$ cat src/design/psmbc_pkg.sv
// Package for the per-source MAC byte counter: sizes, codes and beat types.
// Used by every module of the block but psmbc_ram; depends on nothing.
package psmbc_pkg;

  localparam int TABLE_ENTRIES = 256;
  localparam int COUNTER_BITS  = 32;
  localparam int IDX_W         = $clog2(TABLE_ENTRIES);
  localparam int CNT_W         = IDX_W + 1;
  localparam int MAC_W         = 48;
  localparam int CTR_ROW_W     = 4 * COUNTER_BITS;

  localparam logic [15:0] ETYPE_IPV4 = 16'h0800;
  localparam logic [15:0] ETYPE_ARP  = 16'h0806;
  localparam logic [15:0] ETYPE_IPV6 = 16'h86DD;

  localparam logic       REQ_ACCOUNT = 1'b0;
  localparam logic       REQ_READ    = 1'b1;

  localparam logic [1:0] ST_EXIST = 2'd0;
  localparam logic [1:0] ST_NEW   = 2'd1;
  localparam logic [1:0] ST_FULL  = 2'd2;
  localparam logic [1:0] ST_MISS  = 2'd3;

  typedef enum logic [1:0] {
    PROTO_OTHER,
    PROTO_ARP,
    PROTO_IPV4,
    PROTO_IPV6
  } proto_e;

  typedef struct packed {
    logic        req_type;
    logic [47:0] src_mac;
    logic [15:0] ethertype;
    logic [15:0] frame_length;
  } req_t;

  typedef struct packed {
    logic [1:0]  status;
    logic [31:0] total_bytes;
    logic [31:0] arp_bytes;
    logic [31:0] ipv4_bytes;
    logic [31:0] ipv6_bytes;
  } res_t;

  // Classified item handed from the front to the back.
  typedef struct packed {
    logic        is_read;
    logic [47:0] mac;
    proto_e      proto;
    logic [15:0] len;
  } qitem_t;

endpackage

$ cat src/design/psmbc_if.sv
// Valid/ready channel interfaces for request and result beats.
// Depends on psmbc_pkg.
interface psmbc_req_if;
  logic               valid;
  logic               ready;
  psmbc_pkg::req_t    req;
  modport source (output valid, output req, input ready);
  modport sink   (input valid, input req, output ready);
endinterface


$ cat src/design/psmbc_front.sv
// Front end: accepts request beats, classifies the EtherType and queues items.
// Depends on psmbc_pkg and psmbc_if.
module psmbc_front (
  input  logic              clk_i,
  input  logic              rst_ni,
  psmbc_req_if.sink         req_i,
  output psmbc_pkg::qitem_t q_item_o,
  output logic              q_valid_o,
  input  logic              q_pop_i
);
  import psmbc_pkg::*;

  qitem_t     slot_q [2];
  logic       rd_ptr_q, rd_ptr_d, wr_ptr_q, wr_ptr_d;
  logic [1:0] count_q, count_d;
  logic       push;
  qitem_t     item;

  always_comb begin
    item.is_read = (req_i.req.req_type == REQ_READ);
    item.mac     = req_i.req.src_mac;
    item.len     = req_i.req.frame_length;
    case (req_i.req.ethertype)
      ETYPE_IPV4: item.proto = PROTO_IPV4;
      ETYPE_ARP:  item.proto = PROTO_ARP;
      ETYPE_IPV6: item.proto = PROTO_IPV6;
      default:    item.proto = PROTO_OTHER;
    endcase
  end

  assign req_i.ready = (count_q != 2'd2);
  assign push        = req_i.valid && req_i.ready;
  assign q_valid_o   = (count_q != 2'd0);
  assign q_item_o    = slot_q[rd_ptr_q];

  always_comb begin
    wr_ptr_d = wr_ptr_q ^ push;
    rd_ptr_d = rd_ptr_q ^ q_pop_i;
    count_d  = count_q + {1'b0, push} - {1'b0, q_pop_i};
  end

  always_ff @(posedge clk_i or negedge rst_ni) begin
    if (!rst_ni) begin
      rd_ptr_q <= 1'b0;
      wr_ptr_q <= 1'b0;
      count_q  <= 2'd0;
    end else begin
      rd_ptr_q <= rd_ptr_d;
      wr_ptr_q <= wr_ptr_d;
      count_q  <= count_d;
    end
  end

  always_ff @(posedge clk_i) begin
    if (push) begin
      slot_q[wr_ptr_q] <= item;
    end
  end
endmodule

$ cat src/flat_wrapper.sv
// flat-port wrapper written by rule: the top's interface ports become plain ports
module psmbc_front_flat import psmbc_pkg::*;
  (clk_i, rst_ni, q_item_o, q_valid_o, q_pop_i, req_i_valid, req_i_req, req_i_ready);
  psmbc_req_if req_i_i ();
  input  logic clk_i;
  input  logic rst_ni;
  output psmbc_pkg::qitem_t q_item_o;
  output logic q_valid_o;
  input  logic q_pop_i;
  input wire logic [$bits(req_i_i.valid)-1:0] req_i_valid;
  input wire logic [$bits(req_i_i.req)-1:0] req_i_req;
  output wire logic [$bits(req_i_i.ready)-1:0] req_i_ready;
  assign req_i_i.valid = req_i_valid;
  assign req_i_i.req = req_i_req;
  assign req_i_ready = req_i_i.ready;
  psmbc_front u_core (.clk_i(clk_i), .rst_ni(rst_ni), .req_i(req_i_i), .q_item_o(q_item_o), .q_valid_o(q_valid_o), .q_pop_i(q_pop_i));
endmodule
$ cat config.mk
export PLATFORM = sky130hd
export DESIGN_NAME = psmbc_front_flat
export DESIGN_NICKNAME = d
export VERILOG_FILES = /design/src/design/psmbc_pkg.sv /design/src/design/psmbc_if.sv /design/src/design/psmbc_front.sv /design/src/flat_wrapper.sv
export SDC_FILE = /design/constraint.sdc
export NUM_CORES = 1
export LEC_CHECK = 0
export ABC_AREA = 1
export BUFFER_PORTS_ARGS = -buffer_cell sky130_fd_sc_hd__buf_4
export CAP_MARGIN = 15
export CORE_MARGIN = 5
export CORE_UTILIZATION = 35
export CTS_CLUSTER_SIZE = 14
export DETAILED_ROUTE_END_ITERATION = 10
export GPL_TIMING_DRIVEN = 0
export PLACE_DENSITY = 0.62
export SYNTH_ARGS = -nofsm -noshare
export SYNTH_HDL_FRONTEND = slang
export SYNTH_SLANG_ARGS = --single-unit
$ cat constraint.sdc
create_clock -name clk_i -period 2.93 [get_ports clk_i]
set_input_delay 0.1465 -clock clk_i [delete_from_list [all_inputs] [get_ports clk_i]]
set_output_delay 0.1465 -clock clk_i [all_outputs]
set_load 0.02 [all_outputs]
==> Word-level counts from Yosys, hierarchy flattened <==
Memory sizes are Yosys's and may differ from the RTL's.
Cells that the tools add are included.
Widths: inputs -> output; s select.
{ "op_classes": {"add_sub_neg": 2, "n_eq_ne": 4, "muxes": 3, "bitwise_logic": 2, "reduce_logical": 2} }
{ "ops": {"columns": ["cell", "count"], "rows": [
  ["$eq 16x12->1 const B", 2],
  ["$eq 16x16->1 const B", 1],
  ["$pmux 2 s3", 1],
  ["$add 2x1->2", 1],
  ["$mux 1", 2],
  ["$ne 2x2->1 const B", 1],
  ["$reduce_bool 2->1", 1],
  ["$sub 2x1->2", 1],
  ["$xor 1x1->1", 2],
  ["$logic_and 1x1->1", 1]
]} }
{ "totals": {"reg_bits": 4, "mem_bits_rw": 134, "mem_count": 1} }
{ "memory_table": {"columns": ["name", "words", "word_bits", "rd", "rd_clocked_by_memory_dff", "wr", "line_no", "rtl"], "rows": [
  ["u_core.slot_q", 2, 67, 1, 0, 1, "psmbc_front.sv:13", "qitem_t slot_q [2];"]
]} }

==> Depth between registers and ports, before layout <==
{ "depth": {"depth_word": 4, "ltp_mapped": 6, "depth_no_buf": 6} }

==> Least setup slack after synthesis <==
OpenSTA, ideal clock, no wires.
{ "synth_path": {"path_type": "reg-to-reg", "startpoint": "register u_core.count_q[1]", "endpoint": "memory u_core.slot_q[1][0] (netlist bit), enable pin", "setup_ns": 0.433, "arrival_ns": 2.376, "required_time_ns": 2.497, "setup_slack_ns": 0.121, "stages_incl_launch_ff": 3, "path_buffers": 0, "path_cell_list": "dfrtp_1 > a21boi_0 > ha_1"} }
{ "synth_via": {"elab_chain_cells": 4} }
{ "synth_lines": {"columns": ["item", "line_no", "rtl"], "rows": [
  ["start: declaration", "psmbc_front.sv:15", "logic [1:0] count_q, count_d;"],
  ["start signal: assignment", "psmbc_front.sv:50", "count_q <= count_d;"],
  ["$ne 2x2->1", "psmbc_front.sv:31", "assign req_i.ready = (count_q != 2'd2);"],
  ["$logic_and 1x1->1", "psmbc_front.sv:32", "assign push = req_i.valid && req_i.ready;"],
  ["$mux 1", "psmbc_front.sv:55", "if (push) begin"],
  ["$mux 1 (not written as such)", "psmbc_front.sv:56", "slot_q[wr_ptr_q] <= item;"],
  ["end: declaration", "psmbc_front.sv:13", null]
]} }
Every way passes these cells.

==> Worst setup path in the final report <==
{ "layout_path": {"startpoint": "register u_core.count_q[1]", "endpoint": "memory u_core.slot_q[1][54] (netlist bit), enable pin"} }
Same word-level chain as after synthesis.

==> impl_metrics.toml <==
[timing]
fin_skew_ps = 8.75
fmax_mhz = 454
slew_headroom_pct = 52.5
setup_violations = 0
grt_setup_unrepaired = "false"
fin_crit_ps = 2200
hold_violations = 0
slew_violations = 0
min_period_over_period_pct = 75.2
worst_slew_pin_slew_ps = 707
setup_ws_ps = 726
finalHoldWorstSlack_ps = 78.4
setup_tns_ps = 0

[yosys]
netlist_instances = 271
syn_area_um2 = 5300
yosysTopAreaCellShare_pct = 75.9
seq_area_frac_synth_pct = 77.8
synth_nets = 360
syn_avg_cell_area_um2 = 19.6
synth_area_leaders = "edfxtp_1, mux2_2, mux2_4, dfrtp_1, nand2_1"
yosysWarnings = 0
synth_seq_cells = 138
synth_cell_types = 15
synth_top_area_cell = "edfxtp_1"

[hold_path]
hp-class = "primary input to asynchronous set/reset pin"

[die]
rows = 45
die_h_um = 133
die_area_um2 = 17700
core_area_um2 = 15000
fp.dieW_um = 133
start_util_pct = 35.3
io_pins = 154

[clock_tree]
clk_pin_slew_ps = 50
cts_sinks = 138
cts_tree = "built"
ctsHoldBuffers = 67
h-tree-depth = 4
cts_resized = 0
cts_root_buf = "clkbuf_16"
clock_latency_ps = 410
clk_path_buf_depth = 2
postCtsSetupBuffers = 0
cts_made_buffers = 17

[drt]
postRouteAntennaNets = 0
drt-initial-drc-count = 125
routed_via_density = 4.39
vias = 3127
firstDrtPassIters = 4
drt-total-wl_mm = 10.5
drc = 0
wl_per_cell_um = 14.7

[place]
preCtsSetupSlack_ps = 640
gp_congestion = 0.685
place_inst = 614
dpl-instance-area_um2 = 6750
portBuffers = 153
dp_hpwl_mm = 6.73

[critical_path]
reg2reg_slack_ps = 730
worstSetupPathType = "register to register"
critPathArrivalTime_ps = 2310
worstPathRequired_ps = 3030
worst_setup_path_start_kind = "register"
cp-end-kind = "register"
critical_path.startpoint = "u_core.count_q[1]$_DFF_PN0_"
worst-path-max-fanout = 34
worstReg2RegStart = "u_core.count_q[1]$_DFF_PN0_"
rr_worst_depth = 3
reg2reg_to = "u_core.slot_q[1][54]$_DFFE_PP_"

[final_layout]
final_cell_mix = "buf_4, edfxtp_1, dlygate4sd3_1"
diodes = 0
area_growth_pct = 50.1
nets = 601
design_area_um2 = 7960
drive_gt1_share_pct = 49.7
final_util_pct = 52.9
fillers = 1199
stdcell_count = 713
mostFrequentLayoutCell = "buf_4"

[global_route]
met1_usage_pct = 14.1
antenna_found_initial = 0
met3_usage_pct = 4.60
grt_most_used_layer = "met2"
gr-usage-met2_pct = 19.9
grt_pass1_wl_mm = 16.8
grt_max_degree = 35
grt_pass1_vias = 3422
overflow = 0
track_usage_pct = 12.1

[pwr]
peakVddDrop_mv = 0.418
p_leak_nw = 3.14
p_switching_mw = 2.31
p_total_mw = 7.50
powerDensity_nw_per_um2 = 943
seqPwrFrac_pct = 37.4
combPwrFrac_pct = 37.1
internal_power_mw = 5.19
pwr-share-clk_pct = 25.5
switching_share_pct = 30.8

[run]
drv_cap = 0

[outcome]
status = "completed"
-- layer usage --
layer,vias up,share of wire [%]
met2,114,50
met3,13,7.8
met4,0,1.6
met5,-,0
li1,1498,-
met1,1502,41
-- power by group through the flow --
stage / Combinational, mW / Sequential, mW / Clock (mW)
floorplan: 1.69 / 2.84 / 0
global placement: 2.69 / 2.88 / 0
detailed placement: 2.77 / 2.85 / 0
CTS: 2.86 / 2.81 / 1.97
global route: 2.98 / 2.84 / 2.06
finish: 2.78 / 2.80 / 1.91
-- Yosys cell counts --
cell type and number:
buf_6 2, mux2_2 47, dfrtp_1 4, nor2_1 17
nand2_1 19, xor2_1 2, a21boi_0 1, or2_2 1
buf_2 4, inv_1 13, edfxtp_1 134, buf_8 2
xnor2_1 1, ha_1 4, mux2_4 20
-- cells by family (layout without fill, tap and decap cells) --
kind of cell	after synthesis	after routing	synth area share [%]
DFF	138	138	77.8
muxes	67	67	15.7
and+or+nand+nor	37	37	2.67
buffers and inverters	21	275	2.29
adders and majority gates	4	4	0.944
xor gates and xnor gates	3	3	0.496
AOI/OAI and AO/OA	1	1	0.142
-- worst max-delay path: stages (launching register included) --
cell and delay, ps:
dfrtp_1 400, a21boi_0 590, ha_4 580, buf_12 280
-- registers in the layout (all words and copies together), names as in the netlist --
| register | cells |
|---|---|
| u_core.count_q | 2 |
| u_core.wr_ptr_q | 1 |
| u_core.rd_ptr_q | 1 |
| u_core.slot_q | 134 |
-- layout make-up --
type,instances,area (um^2),share of cell area (%)
flip-flops and latches,138,4120,51.8
repair buffers,222,1860,23.4
multi-input cells,112,1080,13.6
clock buffers,17,425,5.35
well taps,188,235,2.96
clock inverters,15,110,1.38
plain buffers,8,72.6,0.912
inverters,13,48.8,0.613
-- how the worst max path moves through the flow --
stage                                           endpoint  cells past startpoint  slack [ps]
after global routing      u_core.slot_q[1][54]$_DFFE_PP_                      3         580
after floorplan            u_core.slot_q[1][0]$_DFFE_PP_                      2         120
after global placement    u_core.slot_q[1][66]$_DFFE_PP_                      2        -940
final                     u_core.slot_q[1][54]$_DFFE_PP_                      3         730
after CTS                 u_core.slot_q[1][12]$_DFFE_PP_                      3         630
after detailed placement  u_core.slot_q[1][63]$_DFFE_PP_                      3         640
Note: power is estimated with default switching activity, not from simulation.
